[config.mk]
export PLATFORM = sky130hd
export DESIGN_NAME = btp_front
export DESIGN_NICKNAME = d
export VERILOG_FILES = /design/src/rtl/btp_pkg.sv /design/src/rtl/btp_front.sv
export SDC_FILE = /design/constraint.sdc
export NUM_CORES = 2
export LEC_CHECK = 0
export BUFFER_PORTS_ARGS = -buffer_cell sky130_fd_sc_hd__buf_2
export CORE_ASPECT_RATIO = 1.1
export CORE_MARGIN = 3
export CORE_UTILIZATION = 50
export DETAILED_ROUTE_END_ITERATION = 6
export PLACE_DENSITY = 0.78
export SYNTH_ARGS = -nofsm -noshare
export SYNTH_HDL_FRONTEND = slang
export SYNTH_SLANG_ARGS = --single-unit
export TNS_END_PERCENT = 100
[constraint.sdc]
create_clock -name clk -period 6.6 [get_ports clk]
set_input_delay 0.99 -clock clk [delete_from_list [all_inputs] [get_ports clk]]
set_output_delay 0.99 -clock clk [all_outputs]
set_load 0.1 [all_outputs]
[src/rtl/btp_pkg.sv]
// shared types, constants and helper functions for the branch trace profiler
`timescale 1ns / 1ps
`default_nettype none

package btp_pkg;

  localparam int COUNT_BITS  = 48;
  localparam int PC_BITS     = 64;
  localparam int WIN_BITS    = 32;
  localparam int NUM_BINS    = 64;
  localparam int BIN_BITS    = $clog2(NUM_BINS);
  localparam int QUEUE_DEPTH = 4;
  localparam int QPTR_BITS   = $clog2(QUEUE_DEPTH);

  localparam logic [WIN_BITS-1:0] RESET_WINDOW = WIN_BITS'(1000000);

  typedef logic [COUNT_BITS-1:0] count_t;
  typedef logic [PC_BITS-1:0]    pc_t;
  typedef logic [WIN_BITS-1:0]   win_t;
  typedef logic [BIN_BITS-1:0]   bin_t;

  // classified word passed from front to back
  typedef struct packed {
    logic   jump_valid;
    bin_t   jump_bucket;
    logic   window_end;
    win_t   window_number;
    win_t   window_branch_count;
    win_t   window_taken_count;
    count_t total_branch_count;
    count_t total_taken_count;
    count_t backward_count;
  } btp_word_t;

  // finished result word
  typedef struct packed {
    logic   jump_valid;
    bin_t   jump_bucket;
    count_t bucket_count;
    logic   window_end;
    win_t   window_number;
    win_t   window_branch_count;
    win_t   window_taken_count;
    count_t total_branch_count;
    count_t total_taken_count;
    count_t backward_count;
  } btp_result_t;

  // saturating increment at all ones
  function automatic count_t sat_inc(input count_t v);
    count_t r;
    r = (&v) ? v : v + count_t'(1);
    return r;
  endfunction

  // floor log2, zero for inputs of zero or one
  function automatic bin_t floor_log2(input pc_t v);
    bin_t r;
    r = '0;
    for (int i = 1; i < PC_BITS; i++) begin
      if (v[i]) begin
        r = bin_t'(i);
      end
    end
    return r;
  endfunction

endpackage

`default_nettype wire

[src/rtl/btp_front.sv]
// front end: jump bucket, window tracking and running totals per instruction
`timescale 1ns / 1ps
`default_nettype none

module btp_front (
  input  wire logic               clk,
  input  wire logic               rst_n,
  input  wire logic               cfg_we,
  input  wire btp_pkg::win_t      cfg_wdata,
  input  wire logic               in_valid,
  output      logic               in_ready,
  input  wire btp_pkg::pc_t       in_pc,
  input  wire btp_pkg::pc_t       in_next_pc,
  input  wire logic               in_is_branch,
  input  wire logic               in_was_taken,
  output      logic               push,
  output      btp_pkg::btp_word_t push_word,
  input  wire logic               queue_ready
);
  import btp_pkg::*;

  win_t   win_len_r;
  pc_t    prev_pc_r;
  logic   have_prev_r;
  win_t   win_inst_r,  win_inst_nxt;
  win_t   win_br_r,    win_br_nxt;
  win_t   win_tk_r,    win_tk_nxt;
  win_t   win_idx_r,   win_idx_nxt;
  count_t br_tot_r,    br_tot_nxt;
  count_t tk_tot_r,    tk_tot_nxt;
  count_t bw_tot_r,    bw_tot_nxt;

  pc_t    pc_gap;
  logic   taken;
  logic   backward;
  logic   wend;
  win_t   inst_inc;

  assign in_ready = queue_ready;
  assign push     = in_valid && queue_ready;

  // classify the incoming word
  always_comb begin
    pc_gap   = (in_pc >= prev_pc_r) ? in_pc - prev_pc_r : prev_pc_r - in_pc;
    taken    = in_is_branch && in_was_taken;
    backward = taken && (in_next_pc < in_pc);
    inst_inc = win_inst_r + win_t'(1);
    wend     = (inst_inc >= win_len_r);

    win_br_nxt  = win_br_r + win_t'(in_is_branch);
    win_tk_nxt  = win_tk_r + win_t'(taken);
    br_tot_nxt  = in_is_branch ? sat_inc(br_tot_r) : br_tot_r;
    tk_tot_nxt  = taken ? sat_inc(tk_tot_r) : tk_tot_r;
    bw_tot_nxt  = backward ? sat_inc(bw_tot_r) : bw_tot_r;
    win_inst_nxt = wend ? '0 : inst_inc;
    win_idx_nxt  = wend ? win_idx_r + win_t'(1) : win_idx_r;

    push_word.jump_valid          = have_prev_r;
    push_word.jump_bucket         = have_prev_r ? floor_log2(pc_gap) : '0;
    push_word.window_end          = wend;
    push_word.window_number       = wend ? win_idx_r : '0;
    push_word.window_branch_count = wend ? win_br_nxt : '0;
    push_word.window_taken_count  = wend ? win_tk_nxt : '0;
    push_word.total_branch_count  = br_tot_nxt;
    push_word.total_taken_count   = tk_tot_nxt;
    push_word.backward_count      = bw_tot_nxt;
  end

  // state update on accept, window length on config write
  always_ff @(posedge clk) begin
    if (!rst_n) begin
      win_len_r     <= RESET_WINDOW;
      prev_pc_r     <= '0;
      have_prev_r   <= 1'b0;
      win_inst_r    <= '0;
      win_br_r      <= '0;
      win_tk_r      <= '0;
      win_idx_r     <= '0;
      br_tot_r      <= '0;
      tk_tot_r      <= '0;
      bw_tot_r      <= '0;
    end else begin
      if (cfg_we) begin
        win_len_r <= cfg_wdata;
      end
      if (push) begin
        prev_pc_r   <= in_pc;
        have_prev_r <= 1'b1;
        win_inst_r  <= win_inst_nxt;
        win_br_r    <= wend ? '0 : win_br_nxt;
        win_tk_r    <= wend ? '0 : win_tk_nxt;
        win_idx_r   <= win_idx_nxt;
        br_tot_r    <= br_tot_nxt;
        tk_tot_r    <= tk_tot_nxt;
        bw_tot_r    <= bw_tot_nxt;
      end
    end
  end

endmodule

`default_nettype wire

Word-level counts from Yosys, hierarchy flattened --
Cells that the tools add are included.
Cells by class: muxes and demuxes 77, order comparisons 3, reductions and logical operators 7, $add $sub $neg 9
Operator list (number):
- $mux W6 | 63
- $mux W48 | 6
- $mux W32 | 6
- $add A48 B1 Y48 const B | 3
- $reduce_and A48 Y1 | 3
- $sub A64 B64 Y64 | 2
- $add A32 B1 Y32 | 2
- $add A32 B1 Y32 const B | 2
- $ge A64 B64 Y1 | 1
- $lt A64 B64 Y1 | 1
- $mux W64 | 1
- $ge A32 B32 Y1 | 1
- $logic_and A1 B1 Y1 | 3
- $reduce_and A2 Y1 | 1
- $mux W1 | 1
Storage, ports and cells: register bits after elaboration 369, output and inout port bits 250, logic and storage cells 106

Longest topological paths before layout --
word-level depth 66, mapped depth 30, depth with buffers taken out 27

Worst setup path before layout --
No wires, ideal clock.
kind register -> output, start reg win_inst_r[5], end out push_word[175] in the netlist's numbering, cell stages (with the launch flop) 26, data required time 5610 ps, setup slack -644 ps, arrival 6254 ps, path through dfxtp_1 clkbuf_1 nand2_1 nor3_1 and3_1 and3_1 and3_1 clkbuf_2 and4_1 and3_1 and3_1 and3_1 clkbuf_2 nand2_1 nor3_1 xor2_1 ha_1 nand4_1 nor4_1 o2111ai_1 o2111a_1 o31a_1 clkbuf_1 clkbuf_1 clkbuf_1 a21oi_1
RTL lines:
- from (decl) | RTL line btp_front.sv:25 | win_t win_inst_r, win_inst_nxt;
- from (signal assigned) | RTL line btp_front.sv:89 | win_inst_r <= win_inst_nxt;
- to (decl) | RTL line btp_front.sv:17 | output btp_pkg::btp_word_t push_word,

==> impl_metrics.py <==
metrics = {
    "status": {
        "status": "completed",
    },
    "logic_synthesis": {
        "synthDistinctLibCells": 107,
        "yosys-mux-area-fraction": 0.0213,
        "yosys_register_bits": 369,
        "synth_edf_count": 0,
        "synth_area_leader_cell": "dfxtp_1",
        "synth_simple_gate_area_frac": 0.273,
        "synth_compound_area_frac": 0.198,
        "synth_seq_area_share": 0.239,
        "avgSynthCellArea_um2": 7.28,
        "synth_top_family_by_area": "simple AND/OR/NAND/NOR gates",
        "synth_xor_area_frac": 0.113,
        "yosys_warnings": 0,
        "synth-async-reset-ratio": 0,
        "synth_fp_nets": 4645,
        "synth_commonest_cells": "530 x nand2_1, 395 x nor2_1, 373 x a21oi_1",
        "yosysMostFrequentCell": "nand2_1",
        "syn_inst": 4245,
        "synthAdderAreaFrac": 0.0949,
        "synth.cell_area_um2": 30900,
        "synth_top_area_share": 0.239,
        "synthTopCellsByArea": "dfxtp_1 24%, ha_1 9.4%, nand2_1 6.4%",
        "synth_ff_type": "dfxtp_1",
    },
    "place": {
        "hpwl_mm": 83.7,
        "io_buffers": 416,
        "dp_worst_setup_slack_ns": -0.0336,
        "gp_congestion": 1.00,
        "place_area_um2": 37200,
    },
    "global_routing": {
        "overflow": 0,
        "grt_pass1_vias": 31752,
        "grtUsageTotal": 0.326,
        "grt_pass1_wl_mm": 172,
        "antenna_found_initial": 4,
        "grt_max_degree": 156,
    },
    "sta": {
        "hold-worst-slack_ns": 0.465,
        "fin_ws_ns": 0.121,
        "hold_viol_final": 0,
        "skew_ns": 0.0206,
        "setup_viol": 0,
        "worst-slew-pin-transition_ns": 1.04,
        "min_period_ns": 6.48,
        "fmax_ghz": 0.154,
        "rsz0062_at_grt": "yes",
        "setup_tns_ns": 0,
        "relSlewSlack": 0.304,
        "post-route-period-util": 0.982,
        "finalMaxSlewViolations": 0,
    },
    "clocking": {
        "cts_sinks": 369,
        "htreeDepth": 2,
        "tritoncts": "done",
        "clkTransAtPathRegs_ns": 0.06,
        "cts_buffers": 42,
        "clockBufferDepth": 3,
        "hold_buffers": 0,
        "root_buffer": "clkbuf_16",
        "clk_latency_ns": 0.59,
    },
    "power_and_ir_drop": {
        "power_density_nw_per_um2": 167,
        "peakVddDrop_mv": 0.196,
        "power_leakage_nw": 16.2,
    },
    "routing": {
        "vias": 32782,
        "wl_per_cell_um": 20.0,
        "drcViolationCount": 0,
        "drtIter0Drc": 2817,
        "totalWireLength_mm": 111,
        "antenna_left": 0,
        "vias_per_cell": 5.93,
        "first_pass_iters": 6,
    },
    "critical_path": {
        "reg2reg_from": "win_inst_r[3]",
        "crit_required_ns": 5.61,
        "ff2ff_path_depth": 22,
        "startpoint_type": "flip-flop",
        "r2r_slack_ns": 0.90,
        "worstPathArrival_ns": 5.49,
        "critPathKind": "reg -> out",
        "worstPathMaxFanout": 45,
        "endpoint_kind": "output pin",
        "r2r_end": "win_idx_r[31]",
    },
    "die": {
        "die_h_um": 267,
        "ios": 417,
        "core_area_um2": 60500,
        "rows": 94,
        "die-area_um2": 64800,
        "die_x_um": 243,
        "start_util": 0.511,
    },
    "cells_and_area": {
        "area_growth_pct": 26.8,
        "design_area_um2": 39200,
        "final_util": 0.648,
        "nets": 5085,
        "drive_gt1_frac": 0.195,
    },
    "run": {
        "cap_violations": 0,
    },
    "min_path": {
        "min_to": "win_br_r[0]",
        "hp-start": "win_br_r[0]",
        "hold_class": "reg -> reg",
        "whs_path_depth": 2,
    },
}
where the power goes:
part | internal, mW | switching (mW) | leakage [nW]
logic | 0.657 | 1.06 | 12.5
clock network | 1.50 | 1.05 | 0.708
registers | 2.26 | 0.0265 | 2.99
total | 4.42 | 2.13 | 16.2
metrics by stage:
stage / cells / power [mW]
2_1_floorplan: 4245 / 3.34
3_3_place_gp: 5445 / 3.99
3_5_place_dp: 5445 / 3.98
4_1_cts: 5523 / 6.52
5_1_grt: 5532 / 6.80
6_report: 5532 / 6.55
sequential cells by signal, indices dropped and copies added (netlist names):
name,cells
br_tot_r,48
win_idx_r,32
win_inst_r,32
have_prev_r,1
win_br_r,32
win_tk_r,32
prev_pc_r,64
bw_tot_r,48
win_len_r,32
tk_tot_r,48
cells by family (layout without fill, tap and decap cells):
group                    count (synthesis)  after routing
AO/OA/AOI/OAI                          983            983
XOR/XNOR                               398            398
adder cells (fa/ha/maj)                233            233
buffers and inverters                  462            932
flip-flops                             369            369
multiplexers                            65             65
other                                    0              1
AND/OR/NAND/NOR                       1735           1735
area by class of cell:
class,instances,area (µm²)
flip-flops and latches,369,7400
fillers,5161,21300
inverters,211,812
multi-input cells,3414,22300
diodes,1,2.50
well taps,816,1020
repair buffers,647,6200
clock buffers,56,1170
clock inverters,18,305
routing by layer:
| metal | vias to the layer above | wire [µm] | track usage | share of wire |
|---|---|---|---|---|
| li1 | 15741 | - | - | - |
| met1 | 15580 | 44000 | 0.399 | 0.40 |
| met2 | 1200 | 52900 | 0.559 | 0.48 |
| met3 | 255 | 9100 | 0.0755 | 0.082 |
| met4 | 6 | 4660 | 0.125 | 0.042 |
| met5 | - | 37 | 0 | 0.00033 |
critical path, stage by stage, from the launching register on:
cell	delay, ns
dfxtp_4	0.37
nand2_1	0.10
nor3_2	0.25
and3_4	0.23
and3_4	0.21
and3_1	0.21
and4_4	0.26
and3_4	0.22
and3_4	0.21
and3_4	0.23
and3_1	0.20
nand3_2	0.10
xnor2_1	0.17
ha_1	0.31
nand4_1	0.17
nor4_4	0.34
o2111ai_2	0.18
o2111a_1	0.28
o31a_4	0.18
buf_12	0.22
nor2_1	0.26
buf_12	0.21
worst max path at each step:
stage / startpoint / to / slack [ns]
3_3_place_gp: in_pc[59] / push_word[245] / -0.14
6_report: win_inst_r[3] / push_word[196] / 0.12
3_5_place_dp: in_pc[61] / push_word[245] / -0.03
4_1_cts: win_inst_r[0] / push_word[228] / 0.004
5_1_grt: win_inst_r[3] / push_word[196] / -0.07
2_1_floorplan: win_inst_r[5] / push_word[146] / -0.45
placed cells by master, fill, tap and decap left out, types with 13 or more instances in the layout:
cell type	synthesis	layout
and2_4	0	14
nand3_1	200	196
xnor2_2	1	21
a21oi_1	373	365
or4_1	28	28
a211oi_1	13	13
a21o_1	90	90
nand2b_1	43	43
buf_4	10	222
nand2_1	530	526
buf_12	0	156
o21ai_0	214	211
ha_1	231	227
and3_1	68	62
a31oi_1	17	17
nor2_1	395	344
nand3b_1	25	25
buf_2	23	264
o31a_1	18	17
o21bai_1	35	35
nor2_2	1	42
mux2i_1	59	59
o22ai_1	24	23
dfxtp_1	369	363
clkbuf_16	0	43
o211ai_1	38	38
nand4_1	113	113
or3_1	58	58
xor2_1	187	187
and4_1	25	22
o21ai_1	12	13
and2_1	56	27
o21a_1	25	25
nor4_1	50	48
and2_2	0	15
xnor2_1	210	190
nor2b_1	21	21
nor3_1	73	71
inv_1	208	208
timing repair:
item	CTS	global route
resized for setup	23	112
pin swaps	4	15
cloned	1	1
buffers inserted	3	7
endpoints found under the setup margin	98	113
Power figures use the tool's default switching activity.
