<file path="src/rtl/btp_pkg.sv">
// shared types, constants and helper functions for the branch trace profiler
`timescale 1ns / 1ps
`default_nettype none

package btp_pkg;

  localparam int COUNT_BITS  = 48;
  localparam int PC_BITS     = 64;
  localparam int WIN_BITS    = 32;
  localparam int NUM_BINS    = 64;
  localparam int BIN_BITS    = $clog2(NUM_BINS);
  localparam int QUEUE_DEPTH = 4;
  localparam int QPTR_BITS   = $clog2(QUEUE_DEPTH);

  localparam logic [WIN_BITS-1:0] RESET_WINDOW = WIN_BITS'(1000000);

  typedef logic [COUNT_BITS-1:0] count_t;
  typedef logic [PC_BITS-1:0]    pc_t;
  typedef logic [WIN_BITS-1:0]   win_t;
  typedef logic [BIN_BITS-1:0]   bin_t;

  // classified word passed from front to back
  typedef struct packed {
    logic   jump_valid;
    bin_t   jump_bucket;
    logic   window_end;
    win_t   window_number;
    win_t   window_branch_count;
    win_t   window_taken_count;
    count_t total_branch_count;
    count_t total_taken_count;
    count_t backward_count;
  } btp_word_t;

  // finished result word
  typedef struct packed {
    logic   jump_valid;
    bin_t   jump_bucket;
    count_t bucket_count;
    logic   window_end;
    win_t   window_number;
    win_t   window_branch_count;
    win_t   window_taken_count;
    count_t total_branch_count;
    count_t total_taken_count;
    count_t backward_count;
  } btp_result_t;

  // saturating increment at all ones
  function automatic count_t sat_inc(input count_t v);
    count_t r;
    r = (&v) ? v : v + count_t'(1);
    return r;
  endfunction

  // floor log2, zero for inputs of zero or one
  function automatic bin_t floor_log2(input pc_t v);
    bin_t r;
    r = '0;
    for (int i = 1; i < PC_BITS; i++) begin
      if (v[i]) begin
        r = bin_t'(i);
      end
    end
    return r;
  endfunction

endpackage

`default_nettype wire

</file>
<file path="src/rtl/btp_back.sv">
// back end: histogram read-modify-write and result register
`timescale 1ns / 1ps
`default_nettype none

module btp_back (
  input  wire logic                 clk,
  input  wire logic                 rst_n,
  input  wire logic                 head_valid,
  input  wire btp_pkg::btp_word_t   head_word,
  output      logic                 pop,
  output      logic                 out_valid,
  output      btp_pkg::btp_result_t out_word,
  input  wire logic                 out_ready
);
  import btp_pkg::*;

  // histogram memory and per-bin valid bits
  count_t              hist_mem [NUM_BINS];
  logic [NUM_BINS-1:0] hist_vld_r;

  // read stage
  logic      rd_valid_r;
  btp_word_t rd_word_r;
  count_t    rd_data_r;
  logic      rd_bin_vld_r;
  logic      hit_r;
  count_t    hit_cnt_r;

  // result register
  logic        o_valid_r;
  btp_result_t o_word_r;

  logic   o_free;
  logic   rd_fire;
  logic   wr_en;
  logic   hit_nxt;
  count_t base_cnt;
  count_t new_cnt;

  assign o_free    = out_ready || !o_valid_r;
  assign rd_fire   = rd_valid_r && o_free;
  assign pop       = head_valid && (!rd_valid_r || rd_fire);
  assign wr_en     = rd_fire && rd_word_r.jump_valid;
  assign out_valid = o_valid_r;
  assign out_word  = o_word_r;

  // new bin count, forwarding a write that landed with the read
  always_comb begin
    if (hit_r) begin
      base_cnt = hit_cnt_r;
    end else if (rd_bin_vld_r) begin
      base_cnt = rd_data_r;
    end else begin
      base_cnt = '0;
    end
    new_cnt = sat_inc(base_cnt);
    hit_nxt = wr_en && (rd_word_r.jump_bucket == head_word.jump_bucket);
  end

  // histogram memory write and registered read
  always_ff @(posedge clk) begin
    if (wr_en) begin
      hist_mem[rd_word_r.jump_bucket] <= new_cnt;
    end
    if (pop) begin
      rd_data_r <= hist_mem[head_word.jump_bucket];
    end
  end

  // valid bits and stage control
  always_ff @(posedge clk) begin
    if (!rst_n) begin
      hist_vld_r <= '0;
      rd_valid_r <= 1'b0;
      o_valid_r  <= 1'b0;
    end else begin
      if (wr_en) begin
        hist_vld_r[rd_word_r.jump_bucket] <= 1'b1;
      end
      if (pop) begin
        rd_valid_r <= 1'b1;
      end else if (rd_fire) begin
        rd_valid_r <= 1'b0;
      end
      if (rd_fire) begin
        o_valid_r <= 1'b1;
      end else if (out_ready) begin
        o_valid_r <= 1'b0;
      end
    end
  end

  // payload of read stage and result register
  always_ff @(posedge clk) begin
    if (pop) begin
      rd_word_r    <= head_word;
      rd_bin_vld_r <= hist_vld_r[head_word.jump_bucket];
      hit_r        <= hit_nxt;
      hit_cnt_r    <= new_cnt;
    end
    if (rd_fire) begin
      o_word_r.jump_valid          <= rd_word_r.jump_valid;
      o_word_r.jump_bucket         <= rd_word_r.jump_bucket;
      o_word_r.bucket_count        <= rd_word_r.jump_valid ? new_cnt : '0;
      o_word_r.window_end          <= rd_word_r.window_end;
      o_word_r.window_number       <= rd_word_r.window_number;
      o_word_r.window_branch_count <= rd_word_r.window_branch_count;
      o_word_r.window_taken_count  <= rd_word_r.window_taken_count;
      o_word_r.total_branch_count  <= rd_word_r.total_branch_count;
      o_word_r.total_taken_count   <= rd_word_r.total_taken_count;
      o_word_r.backward_count      <= rd_word_r.backward_count;
    end
  end

endmodule

`default_nettype wire

</file>
<file path="config.mk">
export PLATFORM = sky130hd
export DESIGN_NAME = btp_back
export DESIGN_NICKNAME = d
export VERILOG_FILES = /design/src/rtl/btp_pkg.sv /design/src/rtl/btp_back.sv
export SDC_FILE = /design/constraint.sdc
export NUM_CORES = 2
export LEC_CHECK = 0
export BUFFER_PORTS_ARGS = -buffer_cell sky130_fd_sc_hd__buf_2
export CORE_MARGIN = 1.5
export CORE_UTILIZATION = 55
export DETAILED_ROUTE_END_ITERATION = 10
export HOLD_SLACK_MARGIN = 0.05
export PLACE_DENSITY_LB_ADDON = 0.12
export SLEW_MARGIN = 5
export SYNTH_ARGS = -nofsm -noshare
export SYNTH_HDL_FRONTEND = slang
export SYNTH_SLANG_ARGS = --single-unit
</file>
<file path="constraint.sdc">
create_clock -name clk -period 72.1 [get_ports clk]
set_clock_uncertainty 0.2 [all_clocks]
set_input_delay 18.025 -clock clk [delete_from_list [all_inputs] [get_ports clk]]
set_output_delay 18.025 -clock clk [all_outputs]
set_load 0.005 [all_outputs]
</file>
**Yosys cells after proc, flatten, opt, wreduce, memory -nomap -nowiden**

Memory sizes are Yosys's and may differ from the RTL's. A register that Yosys moved wholly into a read port is not among the register bits.
Cells that the tools add are included.

- Register bits: 660
- Memory bits (writable): 3,072
- Input port bits: 252
- Output and inout bits: 298
- Memories: 1

Memory list:

| memory | depth | width | read ports | clocked after memory_dff | wr ports | line | RTL |
|---|---|---|---|---|---|---|---|
| hist_mem | 64 | 48 | 1 | 1 | 1 | btp_back.sv:18 | `count_t hist_mem [NUM_BINS];` |

- $add $sub $neg: 1
- $lt $le $gt $ge: 3
- Equality and inequality tests: 1
- Multiplexer cells: 13
- Bitwise operators: 1
- Reduce and logical (&&, ||, !) cells: 12

Operators with widths:

| operator | count |
|---|---|
| 48-bit two-way mux | 3 |
| 64-bit OR | 1 |
| 48-bit by 1-bit adder with 48-bit output (second input constant) | 1 |
| 48-bit AND reduction | 1 |
| 6-bit by 7-bit less-than comparator with 1-bit output (second input constant) | 2 |
| 1-bit two-way mux | 8 |
| 1-bit binary-select mux with 6-bit select | 1 |
| 1-bit demux with 6-bit select | 1 |
| 6-bit == test | 1 |
| 6-bit by 1-bit >= comparator with 1-bit output (second input constant) | 1 |
| 1-bit logical AND | 5 |
| 2-bit nonzero test | 2 |
| 1-bit logical NOT | 2 |
| 1-bit logical OR | 2 |

**Logic depth before layout (Yosys ltp)**

- Word-level depth: 6
- Mapped depth: 14
- Gate-level depth less buffers: 8

**Least setup slack after synthesis**

No wires, ideal clock.

- Path kind: input port to output port
- Start: input port out_ready
- End: output port pop
- Data arrival time: 43.054 ns
- Slack: 10.821 ns
- Stages on the path: 2
- Cell sequence: nor2b_1 > a21boi_0

- Word-level cells in the longest chain between the ends: 4

Ends and longest elaborated chain:

| element | line | RTL |
|---|---|---|
| start, declared | btp_back.sv:13 | `input wire logic out_ready` |
| 1-bit logical OR | btp_back.sv:40 | `assign o_free = out_ready \|\| !o_valid_r;` |
| 1-bit logical AND | btp_back.sv:41 | `assign rd_fire = rd_valid_r && o_free;` |
| 1-bit logical OR | btp_back.sv:42 | `assign pop = head_valid && (!rd_valid_r \|\| rd_fire);` |
| 1-bit logical AND | btp_back.sv:42 |  |
| end, declared | btp_back.sv:10 | `output logic pop,` |

Every way passes these cells.

**Worst setup path after layout**

Same ends and word-level chain as after synthesis.

==> parameters.txt <==
Parameter                              Value

Power
  Power Dens Cells ... 28.6 nW/um^2
  Switching component of the power ... 0.000949 W
  Seq pwr share ... 53.3%
  Internal Power ... 0.00368 W
  Worst vdd rail ir drop ... 0.0000262 V
  Clock network power share ... 42.3%
  Net switching fraction of the power ... 20.5%
  Leakage power ... 52.0 nW
  Relative contribution of combinational cells to total power ... 4.4%

Routing
  Final WL ... 380 mm
  Detailed-routing iteration count for the pre-antenna-repair pass ... 6
  Initial detailed-routing violation count ... 9268
  Detail-routed via count per cell ... 6.59
  DRC violation count after routing ... 0
  Drt wl/cell ... 36.9 um
  Final antenna-violating net count ... 0
  Count of vias placed by the detailed router ... 67900

Finish
  Fraction of final layout cells sized beyond drive strength 1 ... 35.1%
  Leading cell type in the layout, fill and taps excluded ... edfxtp_1
  Final net count ... 6865
  Number of fillers in the final layout ... 16700
  Leading cell types in the layout, fill and taps excluded ... edfxtp_1 (3714), mux4_2 (1010), buf_2 (543)
  Area delta synth->final ... 14.7%
  Area used by multi-input combinational logic ... 28000 um^2
  Sequential Area ... 113000 um^2
  Non-Filler Instances ... 10300

Placed design
  Setup slack at placement ... 34590 ps
  Placed cell count ... 9582
  Detailed placer's ending HPWL ... 209 mm
  Port bufs ... 549
  Last weighted congestion value of the routability-driven placer ... 0.881

Critical path
  Number of cells on the worst reg-to-reg path ... 9
  Kind of critical path ... primary input to output pin
  Critical path capture point type ... output pin
  Launch instance of the worst register-to-register path ... rd_bin_vld_r
  Launching element of the worst setup path ... out_ready
  Crit path max fanout ... 17
  Crit path largest cell delay ... 510 ps
  Setup slack, reg-to-reg ... 65090 ps
  Slowest cell on the critical path ... buf_4
  Critical path required time ... 53880 ps
  Cell repeated most along the worst path ... buf_2
  CP Data Arrival Time ... 19300 ps
  Worst flop-to-flop path endpoint ... hist_mem[28][36]
  CP Cell Sequence ... buf_2 -> nor2b_1 -> a21boi_4 -> buf_4 -> buf_2
  Launching element type of the critical path ... primary input

Die
  Area enclosed by the die boundary ... 260000 um^2
  Chip Width ... 510 um
  Effective utilization at floorplan ... 55.4%
  Core region area ... 255000 um^2
  I/O pins ... 550
  Chip height ... 510 um
  FP Rows ... 185

Synthesis
  Mapped Nets ... 6017
  Share of async-settable or async-resettable flops after synthesis ... 0%
  Most used flip-flop cell after synthesis ... edfxtp_1
  Register bit total from synthesis ... 3780
  Synth Area per Inst ... 24.5 um^2
  Post-synthesis instance total ... 5764
  Count of yosys warnings during synthesis ... 0
  Share of synthesized area occupied by flip-flops and latches ... 80.0%
  Cell area after synthesis ... 141000 um^2
  Count of flip-flops with a built-in enable after synthesis ... 3714
  Number of unique standard cell types used by synthesis ... 66

Global routing
  Number of antenna violations at the first check in global routing ... 30
  Via count of the first global-routing pass ... 67200
  First-pass GRT wire length ... 522 mm
  GRT Resource Usage Total ... 29.4%
  GRT Residual Overflow ... 0
  Largest net degree at the start of global routing ... 134

Hold path
  Worst Hold Depth ... 0
  Worst hold path endpoint ... out_word[206]
  Worst min path class ... flop to flop
  Min-delay src ... rd_word_r[206]

STA
  Maximum clock frequency ... 0.0267 GHz
  Total Negative Setup Slacks ... 0 ps
  Unrepaired setup endpoints after global routing ... false
  Final critical path time including I/O delays and setup ... 37520 ps
  Final critical-path share of the clock period ... 52.0%
  Slew at the pin closest to its max-slew limit ... 1290 ps
  Total count of max-transition violations in the final report ... 0
  Final setup violating endpoints ... 0
  Worst rel slew slack ... 14.3%
  Hold violation total from the final report ... 0
  Least setup slack across all paths after layout ... 34580 ps

CTS
  Hold_buf cts ... 0
  Root Driver ... clkbuf_16
  Buffers inserted during post-CTS setup optimization ... 0
  Post-CTS clock slew at the launch and capture registers of the worst setup and hold paths ... 60 ps
  H-tree Lvls ... 5
  Clock latency on the worst-skew pair ... 990 ps
  TritonCTS buffer count ... 390
  Clock Path Buffers ... 4
  Post-cts repair resize count ... 0
  Number of sinks handled by clock tree synthesis ... 3780
  Clock tree from TritonCTS ... yes

Flow run
  Max capacitance violation total ... 0

Status
  Outcome ... complete, no violations
-- logic make-up (layout without fill, tap and decap cells) --
group / Yosys count / after routing / synth area share, %
xor gates and xnor gates: 26 / 26 / 0.161
AOI/OAI and AO/OA: 226 / 226 / 1.17
DFF: 3780 / 3780 / 80.0
adders and majority gates: 1 / 1 / 0.00887
other: 0 / 17 / 0
buffers and inverters: 293 / 1442 / 0.821
muxes: 1031 / 1031 / 16.3
and+or+nand+nor: 407 / 407 / 1.60
-- worst max-delay path by stage --
stage | end | slack (ps)
final | pop | 34580
after detailed placement | pop | 34590
after global routing | pop | 34560
after floorplan | pop | 10820
after CTS | pop | 34580
after global placement | pop | 34530
-- metal layers --
metal / track usage (%) / up-vias / wire length, um
met2: 47.6 / 3695 / 186000
met5: 0 / - / 120
met3: 5.28 / 807 / 34500
met1: 39.8 / 36700 / 141000
met4: 12.8 / 18 / 18500
li1: - / 26600 / -
-- power by group through the flow --
stage	Sequential (W)	Combinational (W)	Clock, W
2_1_floorplan	0.00252	0.000125	0
3_3_place_gp	0.00251	0.000201	0
3_5_place_dp	0.00251	0.000205	0
4_1_cts	0.00247	0.000206	0.00198
5_1_grt	0.00247	0.000217	0.00207
6_report	0.00247	0.000204	0.00196
-- critical path: cells and delay by family --
family	cells	cell delay [ps]
buffers and inverters	3	920
AO/OA/AOI/OAI	1	250
AND/OR/NAND/NOR	1	80
-- cell usage after synthesis (all sizes together), types with 11 or more instances --
master  number  share of area [%]
a31oi       11              0.071
o21a        69               0.37
and4        15               0.10
a21oi       41               0.15
xor2        11              0.068
nand3       52               0.19
clkbuf     189               0.50
mux2i       20               0.14
a211oi      19               0.10
nor2        95               0.25
xnor2       15              0.093
buf        100               0.31
nor2b       24               0.11
mux4      1010                 16
nand4       13              0.067
nand4b      24               0.16
and2        29               0.13
and3        14              0.062
nor4        11              0.064
edfxtp    3714                 79
a22o        13              0.081
nor3        26               0.11
nand3b      17              0.090
a22oi       21               0.11
dfxtp       66               0.94
o21ai       20              0.071
nand2       75               0.20
-- flip-flops by register name, indices dropped and copies added (netlist names) --
signal,flops
rd_valid_r,1
hist_mem,3072
out_valid,1
out_word,296
hit_r,1
rd_bin_vld_r,1
rd_data_r,48
hist_vld_r,64
hit_cnt_r,48
rd_word_r,248
-- layout make-up --
cell class	count	area share (%)
clock buffer	465	6.31
clock inverter	228	1.32
timing repair buffer	745	2.72
multi-input combinational	1691	17.3
sequential	3780	69.7
inverter	4	0.00928
tap	3366	2.60
antenna	17	0.0263
-- stage by stage --
| stage | util, % | instance area [um^2] | hold slack, ps | power, W |
|---|---|---|---|---|
| after detailed placement | 58.7 | 149000 | 205 | 0.00272 |
| after global routing | 63.6 | 162000 | 182 | 0.00475 |
| after global placement | 58.7 | 149000 | 200 | 0.00271 |
| final | 63.6 | 162000 | 172 | 0.00463 |
| after CTS | 63.5 | 162000 | 170 | 0.00466 |
| after floorplan | - | 141000 | 200 | 0.00265 |
No activity file was read; power rests on OpenSTA's default activity.
