**config.mk**
```make
export PLATFORM = sky130hd
export DESIGN_NAME = btp_queue
export DESIGN_NICKNAME = d
export VERILOG_FILES = /design/src/rtl/btp_pkg.sv /design/src/rtl/btp_queue.sv
export SDC_FILE = /design/constraint.sdc
export NUM_CORES = 1
export LEC_CHECK = 0
export ABC_CLOCK_PERIOD_IN_PS = 12700
export BUFFER_PORTS_ARGS = -buffer_cell sky130_fd_sc_hd__buf_2
export CAP_MARGIN = 40
export CORE_MARGIN = 8
export CORE_UTILIZATION = 50
export DETAILED_ROUTE_END_ITERATION = 10
export PLACE_DENSITY_LB_ADDON = 0.05
export SLEW_MARGIN = 20
export SYNTH_ARGS = -nofsm -noshare
export SYNTH_HDL_FRONTEND = slang
export SYNTH_SLANG_ARGS = --single-unit
```
**constraint.sdc**
```tcl
create_clock -name clk -period 12.7 [get_ports clk]
set_input_delay 1.27 -clock clk [delete_from_list [all_inputs] [get_ports clk]]
set_output_delay 1.27 -clock clk [all_outputs]
set_load 0.1 [all_outputs]
```
**src/rtl/btp_pkg.sv**
```systemverilog
// shared types, constants and helper functions for the branch trace profiler
`timescale 1ns / 1ps
`default_nettype none

package btp_pkg;

  localparam int COUNT_BITS  = 48;
  localparam int PC_BITS     = 64;
  localparam int WIN_BITS    = 32;
  localparam int NUM_BINS    = 64;
  localparam int BIN_BITS    = $clog2(NUM_BINS);
  localparam int QUEUE_DEPTH = 4;
  localparam int QPTR_BITS   = $clog2(QUEUE_DEPTH);

  localparam logic [WIN_BITS-1:0] RESET_WINDOW = WIN_BITS'(1000000);

  typedef logic [COUNT_BITS-1:0] count_t;
  typedef logic [PC_BITS-1:0]    pc_t;
  typedef logic [WIN_BITS-1:0]   win_t;
  typedef logic [BIN_BITS-1:0]   bin_t;

  // classified word passed from front to back
  typedef struct packed {
    logic   jump_valid;
    bin_t   jump_bucket;
    logic   window_end;
    win_t   window_number;
    win_t   window_branch_count;
    win_t   window_taken_count;
    count_t total_branch_count;
    count_t total_taken_count;
    count_t backward_count;
  } btp_word_t;

  // finished result word
  typedef struct packed {
    logic   jump_valid;
    bin_t   jump_bucket;
    count_t bucket_count;
    logic   window_end;
    win_t   window_number;
    win_t   window_branch_count;
    win_t   window_taken_count;
    count_t total_branch_count;
    count_t total_taken_count;
    count_t backward_count;
  } btp_result_t;

  // saturating increment at all ones
  function automatic count_t sat_inc(input count_t v);
    count_t r;
    r = (&v) ? v : v + count_t'(1);
    return r;
  endfunction

  // floor log2, zero for inputs of zero or one
  function automatic bin_t floor_log2(input pc_t v);
    bin_t r;
    r = '0;
    for (int i = 1; i < PC_BITS; i++) begin
      if (v[i]) begin
        r = bin_t'(i);
      end
    end
    return r;
  endfunction

endpackage

`default_nettype wire

```
**src/rtl/btp_queue.sv**
```systemverilog
// short word queue between front and back
`timescale 1ns / 1ps
`default_nettype none

module btp_queue (
  input  wire logic               clk,
  input  wire logic               rst_n,
  input  wire logic               push,
  input  wire btp_pkg::btp_word_t push_word,
  output      logic               ready,
  output      logic               head_valid,
  output      btp_pkg::btp_word_t head_word,
  input  wire logic               pop
);
  import btp_pkg::*;

  btp_word_t                slot_r [QUEUE_DEPTH];
  logic [QPTR_BITS-1:0]     wr_ptr_r;
  logic [QPTR_BITS-1:0]     rd_ptr_r;
  logic [QPTR_BITS:0]       fill_r, fill_nxt;

  assign ready      = (fill_r != (QPTR_BITS+1)'(QUEUE_DEPTH));
  assign head_valid = (fill_r != '0);
  assign head_word  = slot_r[rd_ptr_r];

  // fill level
  always_comb begin
    fill_nxt = fill_r;
    if (push && !pop) begin
      fill_nxt = fill_r + (QPTR_BITS+1)'(1);
    end else if (pop && !push) begin
      fill_nxt = fill_r - (QPTR_BITS+1)'(1);
    end
  end

  // pointers
  always_ff @(posedge clk) begin
    if (!rst_n) begin
      wr_ptr_r <= '0;
      rd_ptr_r <= '0;
      fill_r   <= '0;
    end else begin
      fill_r <= fill_nxt;
      if (push) begin
        wr_ptr_r <= wr_ptr_r + QPTR_BITS'(1);
      end
      if (pop) begin
        rd_ptr_r <= rd_ptr_r + QPTR_BITS'(1);
      end
    end
  end

  // storage
  always_ff @(posedge clk) begin
    if (push) begin
      slot_r[wr_ptr_r] <= push_word;
    end
  end

endmodule

`default_nettype wire

```
---- After elaboration in Yosys (flattened, before gate mapping) ----
Memory sizes are Yosys's and may differ from the RTL's. A register that Yosys moved wholly into a read port is not among the register bits.
Index checks and enable logic that the tools add are counted.
Widths: inputs -> output; s select.
operators by class
  $add $sub $neg .......................... 4
  eq/ne operators ......................... 1
  mux-type cells .......................... 6
  reductions and logical operators ........ 6
operators by type and width
  kind                 count
  $mux 3               2
  $add 2x1->2 const B  2
  $mux 2               2
  $add 3x1->3 const B  1
  $ne 3x3->1 const B   1
  $reduce_bool 3->1    1
  $sub 3x1->3 const B  1
  $logic_and 1x1->1    2
  $logic_not 1->1      2
  $mux 1               2
  $reduce_bool 2->1    1
word-level totals
  register bits ........................... 7
  bits in writable memories ............... 992
  bits of input ports ..................... 252
  output and inout bits ................... 250
  logic and storage cells ................. 21
  memories kept ........................... 1
memories
  memory  depth  width  read ports  clocked after memory_dff  wr ports  line             RTL
  slot_r  4      248    1           1                         1         btp_queue.sv:17  btp_word_t slot_r [QUEUE_DEPTH];

---- Depth between registers and ports, before layout ----
Gate-level depths: netlist of the first run.
  depth after elaboration ................. 4
  mapped depth ............................ 7
  gate-level depth less buffers ........... 7

---- Worst setup path before layout of the first run ----
No wires, ideal clock.
  kind .................................... input-to-reg
  start ................................... in push
  end ..................................... mem slot_r[0][0] in the netlist's numbering (enable)
  setup time .............................. 639 ps
  arrival time ............................ 6877 ps
  required time ........................... 12061 ps
  slack ................................... 5183 ps
  stages .................................. 1
  buffers on the path ..................... 0
  path through ............................ and2_1
on the way
  cells in the longest elaborated chain, start to end .. 2
RTL lines
  item                          line             RTL
  start, declared               btp_queue.sv:8   input wire logic push,
  $mux 1                        btp_queue.sv:55  if (push) begin
  $mux 1 (implied by the code)  btp_queue.sv:56  slot_r[wr_ptr_r] <= push_word;
  end, declared                 btp_queue.sv:17
No other way between the ends.

==> results.toml, run 1 <==
[die]
core_region_area_um2 = 72600
die_x_um = 286
start_util_pct = 50.2
io-pin-count = 502
die_y_um = 286
rows = 99
dieArea_um2 = 81800

[timing]
clock_skew_ns = 0.0222
fin_crit_sh_pct = 38.5
rsz0062_at_grt = "no"
timing.final.hold_violations = 0
maxSlewViolCount = 0
setup_violations = 0
setup_tns_ns = 0
min_period_ns = 4.89
max_slew_margin_pct = 25.2
max_freq_mhz = 204
worstMarginPinSlew_ns = 1.12

[setup_path]
startpoint_type = "flip-flop"
path_class = "flip-flop to output pin"
cp_slowest_cell = "buf_4"
cp_top_family = "buffers and inverters"
arrival_ns = 3.62
path_cells = "buf_4, buf_4, buf_12, mux4_2, buf_2"
cp-end-kind = "output pin"
r2r-start = "wr_ptr_r[0]$_SDFFE_PN0P_"
cp_num_buf_inv = 4
required_ns = 11.43
critPathMaxStageDelay_ns = 0.66
reg2reg_slack_ns = 9.76
crit_cells = 5
reg2reg_depth = 6
crit_fanout = 36
cp_common_cell = "buf_4"
rr_endpoint = "slot_r[2][33]$_DFFE_PP_"

[final_layout]
post-route-util_pct = 59.6
final_layout_size_suffix_gt1_share_pct = 45.9
area_delta_synth_final_pct = 18.6
final_nets = 2181
final_cells = 2976

[routing]
drtIter0Drc = 978
wire_per_inst_um = 26.0
num_vias = 16200
vias_per_cell = 5.45
finalWirelength_um = 77400
drc = 0
ant_nets = 0
dr.pass1.iters = 4

[placement]
dp_cells = 2776
place.gp.congestion = 0.736
dp_hpwl_um = 49600
io_buffers = 501

[yosys]
synth.area.top_cells = "edfxtp_1 82%, mux4_2 15%, buf_12 1.2%, dfxtp_1 0.49%, buf_2 0.33%"
syn_inst = 1340
async_reset_ff_share_pct = 0
synth_most_common_cell = "edfxtp_1"
ys_ff_latch = 1001
synth_cell_type_count = 21
synth_top_area_share_pct = 81.7
ys.flop_type = "edfxtp_1"
synthTopCellsByCount = "992 x edfxtp_1, 248 x mux4_2, 24 x buf_2, 22 x buf_12"
syn-num-nets = 1598
synth_edf_count = 992
synth_top_area_cell = "edfxtp_1"
yosys_warnings = 0
syn_area_um2 = 36500
avgSynthCellArea_um2 = 27.2
synth_seq_area_share_pct = 82.2

[grt]
antenna_found_initial = 35
grtUsageTotal_pct = 18.6
grt_overflow_total = 0
grt_pass1_wl_um = 114000
grt_max_degree = 148
grt_pass1_vias = 17100

[clock_network]
cts.hold.buffers_added = 0
htreeDepth = 3
cts_tree = "done"
cts_resized = 0
cts.path.max_buffers = 3
cts_root_buf = "clkbuf_16"
numCtsBuffers = 103
clock_latency_ns = 0.63
cts_sinks = 1001
clk_pin_slew_worst_paths_ns = 0.06
post_cts.repair.setup_buffers = 0

[power_and_ir_drop]
p_leak_uw = 0.0144
p_per_area_nw_per_um2 = 189
ir_drop_mv = 0.152

[run]
cap_violations = 0

[status]
status = "complete, no violations"

[worst_hold_path]
hold_end = "fill_r[2]$_SDFFE_PN0P_"
min_path_type = "flip-flop to flip-flop"
hold_depth = 2
min_from = "fill_r[2]$_SDFFE_PN0P_"
==> worst max path at each step <==
stage	from	slack, ns	end
floorplan	push	5.18	slot_r[0][0]$_DFFE_PP_
global placement	flip-flop	7.69	head_word[191]
detailed placement	flip-flop	8.30	head_word[214]
CTS	flip-flop	7.60	head_word[214]
global route	flip-flop	7.46	head_word[59]
finish	flip-flop	7.81	head_word[60]
==> state kept, by name, summed over array words and instances (netlist names), named ones only <==
signal / cells
fill_r: 3
rd_ptr_r: 2
wr_ptr_r: 2
slot_r: 992
==> tightest hold or removal path, stage by stage, from the launching register on <==
cell and delay [ns]:
dfxtp_1 0.33, o21ai_0 0.07, a21boi_0 0.07
==> cells in the final DEF, fill, tap and decap left out, drive strengths merged <==
master / Yosys / layout
diode: 0 / 17
bufinv: 0 / 6
clkinv: 0 / 41
mux2i: 2 / 2
mux4: 248 / 248
dfxtp: 9 / 9
nor2b: 2 / 2
clkinvlp: 0 / 1
and2: 9 / 9
edfxtp: 992 / 992
nand2: 2 / 2
a21boi: 1 / 1
xnor2: 2 / 2
o21ai: 1 / 1
ha: 5 / 5
inv: 4 / 7
fa: 1 / 1
buf: 52 / 534
clkbuf: 4 / 131
nor2: 1 / 1
xor2: 3 / 3
or3: 2 / 2
==> through the flow <==
step,area [um2],total power (uW),setup WS (ns),hold WS (ns)
floorplan,36500,5220,5.18,0.472
global placement,39700,5460,7.69,0.492
detailed placement,40100,5490,8.30,0.506
CTS,43200,8270,7.60,0.514
global route,43200,8440,7.46,0.553
finish,43300,8170,7.81,0.518
==> power breakdown <==
group	total [uW]	switching (uW)	internal, uW
registers	3840	38.0	3800
clock network	2780	1160	1630
logic	1550	1240	312
==> kinds of logic (layout without fill, tap and decap cells) <==
family / count (synthesis) / after routing / share of synthesized area [%]
AO/OA/AOI/OAI: 2 / 2 / 0.0343
XOR/XNOR: 5 / 5 / 0.120
adder cells (fa/ha/maj): 6 / 6 / 0.227
buffers and inverters: 60 / 720 / 1.78
flip-flops: 1001 / 1001 / 82.2
multiplexers: 250 / 250 / 15.4
other: 0 / 17 / 0
AND/OR/NAND/NOR: 16 / 16 / 0.254
==> final cells by class <==
class / count / area [um2]
inverter: 4 / 15.0
fill: 5284 / 29300
tap: 959 / 1200
clock inverter: 51 / 398
antenna: 17 / 42.5
multi-input combinational: 279 / 5850
timing repair buffer: 534 / 3050
sequential: 1001 / 30000
clock buffer: 131 / 2730
==> per-layer routing <==
| metal | global-route usage, % | vias to the layer above | share of wire [%] |
|---|---|---|---|
| li1 | - | 7038 | - |
| met1 | 22.5 | 8558 | 37 |
| met2 | 31.5 | 471 | 52 |
| met3 | 6.61 | 123 | 8.3 |
| met4 | 5.63 | 28 | 1.9 |
| met5 | 0 | - | 0.22 |
No activity file was read; power rests on OpenSTA's default activity.
==> inputs of run 2 (changes only) <==
--- a/config.mk
+++ b/config.mk
@@ -5,7 +5,7 @@
 export SDC_FILE = /design/constraint.sdc
 export NUM_CORES = 1
 export LEC_CHECK = 0
-export ABC_CLOCK_PERIOD_IN_PS = 12700
+export ABC_CLOCK_PERIOD_IN_PS = 4100
 export BUFFER_PORTS_ARGS = -buffer_cell sky130_fd_sc_hd__buf_2
 export CAP_MARGIN = 40
 export CORE_MARGIN = 8
==> constraint.sdc (replaced) <==
create_clock -name clk -period 4.1 [get_ports clk]
set_input_delay 0.41 -clock clk [delete_from_list [all_inputs] [get_ports clk]]
set_output_delay 0.41 -clock clk [all_outputs]
set_load 0.1 [all_outputs]
==> results.toml, run 2 (same netlist as run 1, synthesis figures left out) <==
[placement]
dp_hpwl_um = 51200
io_buffers = 501
pre_cts_slack_ns = 1.49
place.gp.congestion = 0.730

[timing]
setup_tns_ns = 0
min_period_ns = 3.16
setup_violations = 0
worstMarginPinSlew_ns = 0.625
timing.final.hold_violations = 0
setup_ws_ns = 0.937
max_freq_mhz = 316
fin_crit_sh_pct = 77.2
maxSlewViolCount = 0
rsz0062_at_grt = "no"
clock_skew_ns = 0.0165
max_slew_margin_pct = 58.3

[grt]
grt_overflow_total = 0
grt_max_degree = 57
grt_pass1_vias = 18600
grtUsageTotal_pct = 19.4
grt_pass1_wl_um = 119000
antenna_found_initial = 8

[worst_hold_path]
min_path_type = "primary input to flip-flop"
min_from = "rst_n"

[final_layout]
largest_reg_flops = 992
top_regs = "slot_r: 992 flops, fill_r: 3 flops"
final_layout_size_suffix_gt1_share_pct = 41.6
layout_common_cells = "992 x edfxtp_1, 501 x buf_2, 248 x mux4_2, 248 x dlygate4sd3_1, 101 x clkbuf_16"
final_nets = 2444
area_delta_synth_final_pct = 26.2
nFillCells = 5071
post-route-util_pct = 63.4
final_common_cell = "edfxtp_1"
largest-register = "slot_r"

[routing]
dr.pass1.iters = 4
finalWirelength_um = 80300
top_layer = "met5"
wl_met2_um = 41900
wl_met1_um = 30600
wire_per_inst_um = 24.8
drc = 0
met3WireLength_um = 5510
drtIter0Drc = 1091
num_vias = 17200
vias_per_cell = 5.31
ant_nets = 0

[clock_network]
htreeDepth = 3
cts.path.max_buffers = 3
clock_latency_ns = 0.63
cts_root_buf = "clkbuf_16"
cts_tree = "done"
clk_pin_slew_worst_paths_ns = 0.06
cts_resized = 0
cts_sinks = 1001
numCtsBuffers = 100

[die]
start_util_pct = 50.2
io-pin-count = 502
die_y_um = 286
die_x_um = 286
rows = 99
dieArea_um2 = 81800
core_region_area_um2 = 72600

[setup_path]
crit_fanout = 28
r2r-start = "wr_ptr_r[0]$_SDFFE_PN0P_"
required_ns = 3.69
arrival_ns = 2.75
cp-end-kind = "output pin"
startpoint_type = "flip-flop"
path_class = "flip-flop to output pin"

[power_and_ir_drop]
ir_drop_mv = 0.414
p_total_uw = 25700
p_per_area_nw_per_um2 = 559
p_leak_uw = 0.0156

[status]
status = "complete, no violations"

[run]
cap_violations = 0
run 2: cell count changes in the layout (fill, tap and decap cells not counted), moves of 2 or more:
cell	delta
clkinv_8	+2
buf_4	+5
buf_16	-6
clkbuf_1	-7
clkinv_4	+2
diode_2	-7
clkinvlp_4	+3
clkbuf_16	-4
buf_12	+19
bufinv_16	+3
dlygate4sd3_1	+248
run 2: worst max-delay path, cell delays in order, from the launching register on:
cell	delay, ns
dfxtp_4	0.74
buf_4	0.45
mux4_2	0.55
buf_2	0.32
run 2: worst paths after layout:
path | slack [ns] | depth (start not counted) | end
worst max-delay path | 0.94 | 3 | head_word[111]
worst min-delay path | 0.09 | 2 | wr_ptr_r[0]$_SDFFE_PN0P_
worst max register to register | 2.19 | 5 | slot_r[2][79]$_DFFE_PP_
worst min register to register | 0.52 | 2 | fill_r[2]$_SDFFE_PN0P_
run 2: through the flow:
step / std cells / hold WS [ns] / instance area, um2
floorplan: 1340 / 0.472 / 36500
global placement: 2790 / 0.509 / 40200
detailed placement: 2793 / 0.509 / 40300
CTS: 3222 / 0.0627 / 45900
global route: 3225 / 0.0797 / 46000
finish: 3234 / 0.0896 / 46000
run 2: per-layer routing:
layer,track usage [%],up-vias
li1,-,7560
met1,23.7,9033
met2,33.5,440
met3,5.47,118
met4,6.18,8
met5,0,-
run 2: what timing repair did:
| item | in CTS | in global routing |
|---|---|---|
| setup buffers | 0 | 0 |
| hold buffers | 248 | 0 |
| hold endpoints to repair | 992 | 0 |
run 2: layout make-up:
| cell class | count | area (um2) | area share [%] |
|---|---|---|---|
| timing repair buffer | 800 | 5780 | 12.6 |
| clock inverter | 60 | 553 | 1.20 |
| clock buffer | 121 | 2610 | 5.68 |
| inverter | 4 | 15.0 | 0.0326 |
| multi-input combinational | 279 | 5850 | 12.7 |
| sequential | 1001 | 30000 | 65.1 |
| antenna | 10 | 25.0 | 0.0544 |
| tap | 959 | 1200 | 2.61 |
run 2: power by group:
group	switching, uW	internal (uW)	total, uW	leakage, uW
Clock	3650	5090	8740	0.00154
Combinational	3930	1160	5080	0.00488
Sequential	123	11800	11900	0.00919
==> inputs of run 3 (changes only) <==
--- a/config.mk
+++ b/config.mk
@@ -5,7 +5,7 @@
 export SDC_FILE = /design/constraint.sdc
 export NUM_CORES = 1
 export LEC_CHECK = 0
-export ABC_CLOCK_PERIOD_IN_PS = 4100
+export ABC_CLOCK_PERIOD_IN_PS = 2600
 export BUFFER_PORTS_ARGS = -buffer_cell sky130_fd_sc_hd__buf_2
 export CAP_MARGIN = 40
 export CORE_MARGIN = 8
==> constraint.sdc (replaced) <==
create_clock -name clk -period 2.6 [get_ports clk]
set_input_delay 0.26 -clock clk [delete_from_list [all_inputs] [get_ports clk]]
set_output_delay 0.26 -clock clk [all_outputs]
set_load 0.1 [all_outputs]
==> results.toml, run 3 (same netlist as run 1, synthesis figures left out) <==
[placement]
dpl_cell_area_um2 = 40500
place.gp.congestion = 0.733
io_buffers = 501
dp_hpwl_um = 50500

[routing]
wire_per_inst_um = 24.9
finalWirelength_um = 81100
ant_nets = 0
drc = 0
vias_per_cell = 5.30
num_vias = 17200
drtIter0Drc = 949
dr.pass1.iters = 4

[final_layout]
largest-register = "slot_r"
seq_area_um2 = 30000
largest_reg_flops = 992
multi_input_area_um2 = 5850
top_regs = "slot_r: 992 flops, fill_r: 3 flops"
final_common_cell = "edfxtp_1"
nFillCells = 4919
layout_common_cells = "992 x edfxtp_1, 257 x buf_2, 251 x dlygate4sd3_1, 248 x mux4_2, 141 x buf_4"
final_area_um2 = 47500
area_delta_synth_final_pct = 30.2
final_nets = 2469
final_layout_size_suffix_gt1_share_pct = 42.0

[timing]
fin_crit_sh_pct = 100
maxSlewViolCount = 0
setup_tns_ns = -0.00758
hold_slack_ns = 0.369
min_period_ns = 2.61
max_slew_margin_pct = 55.7
setup_violations = 2
rsz0062_at_grt = "yes"
setup_ws_ns = -0.00676
timing.final.hold_violations = 0
clock_skew_ns = 0.0159
worstMarginPinSlew_ns = 0.664
max_freq_mhz = 384

[setup_path]
cp-end-kind = "output pin"
required_ns = 2.34
arrival_ns = 2.35
startpoint_type = "flip-flop"
cp_slowest_cell = "mux4_2"
path_class = "flip-flop to output pin"
path_cells = "buf_16, bufbuf_16, mux4_2, buf_6"
crit_fanout = 15
critPathMaxStageDelay_ns = 0.53

[status]
violations = "setup timing"
status = "complete, but fails checks"

[die]
core_region_area_um2 = 72600
io-pin-count = 502
start_util_pct = 50.2
die_y_um = 286
dieArea_um2 = 81800
rows = 99
die_x_um = 286

[grt]
grt_pass1_wl_um = 120000
grtUsageTotal_pct = 19.5
met2_usage_pct = 33.2
globalRoute.busiestLayer = "met2"
grt_overflow_total = 0
grtUsageMet1_pct = 24.5
grt_pass1_vias = 18800
grt_max_degree = 76
use_met3_pct = 5.65
antenna_found_initial = 12

[power_and_ir_drop]
p_per_area_nw_per_um2 = 857
p_leak_uw = 0.0161
power_switching_uw = 12200
pwr-share-comb_pct = 21.9
swShare_pct = 30.1
seqPwrFrac_pct = 46.0
intPower_uw = 28400
p_clk_share_pct = 32.1
ir_drop_mv = 0.755

[run]
cap_violations = 0

[clock_network]
clock_latency_ns = 0.63
cts.path.max_buffers = 3
cts_sinks = 1001
cts_root_buf = "clkbuf_16"
htreeDepth = 3
cts_tree = "done"
clk_pin_slew_worst_paths_ns = 0.06
numCtsBuffers = 99

[worst_hold_path]
min_path_type = "primary input to flip-flop"
## run 3: changes by cell type in the layout (fill, tap and decap cells not counted), moves of 3 or more
| cell | change |
|---|---|
| buf_8 | +7 |
| buf_12 | +9 |
| clkbuf_4 | +4 |
| buf_6 | +114 |
| buf_16 | +8 |
| bufinv_16 | -7 |
| buf_2 | -244 |
| diode_2 | -4 |
| buf_4 | +121 |
| clkbuf_1 | +5 |
| dlygate4sd3_1 | +3 |
## run 3: routing by layer
layer  part of all wire [%]  wire length [um]
met1                     39             31900
met2                     52             42100
met3                    6.9              5600
met4                    1.8              1470
met5                  0.068                55
## run 3: what timing repair did
action	in CTS	in global routing
cloned	5	2
endpoints found under the hold margin	1001	0
setup endpoints to repair	216	158
pin swaps	0	0
buffers inserted	7	3
resized for setup	323	62
hold buffers	251	0
## run 3: through the flow
stage / utilization [%] / setup WS (ns) / power, uW / instances
after floorplan: - / -0.0843 / 25300 / 1340
after global placement: 55.8 / 0.470 / 26900 / 2801
after detailed placement: 55.8 / 0.479 / 26900 / 2801
after CTS: 65.0 / -0.0735 / 41000 / 3243
after global routing: 65.4 / -0.101 / 42000 / 3252
final: 65.4 / -0.00676 / 40700 / 3254
## run 3: worst paths after layout
| check | startpoint | endpoint | slack, ns | cells after the start |
|---|---|---|---|---|
| max | flip-flop | head_word[157] | -0.007 | 4 |
| min reg2reg | fill_r[2]$_SDFFE_PN0P_ | fill_r[2]$_SDFFE_PN0P_ | 0.52 | 2 |
| max reg2reg | wr_ptr_r[0]$_SDFFE_PN0P_ | slot_r[1][185]$_DFFE_PP_ | 0.81 | 3 |
| min | push_word[139] | slot_r[3][139]$_DFFE_PP_ | 0.37 | 2 |
## run 3: critical path: cells and delay by family (launching register included)
kind,cells,cell delay [ns]
buffers and inverters,3,0.77
multiplexers,1,0.53
flip-flops,1,0.41
## run 3: power groups by stage
stage | logic (uW) | registers (uW) | clock network (uW)
6_report | 8890 | 18700 | 13100
5_1_grt | 9190 | 18800 | 14000
4_1_cts | 8880 | 18700 | 13400
3_5_place_dp | 7880 | 19100 | 0
3_3_place_gp | 7860 | 19000 | 0
2_1_floorplan | 6310 | 19000 | 0
## run 3: cell type report
type	count	area share, %
flip-flops and latches	1001	63.2
repair buffers	826	15.7
multi-input cells	279	12.3
clock buffers	126	5.54
well taps	959	2.53
clock inverters	53	0.709
inverters	4	0.0316
diodes	6	0.0316
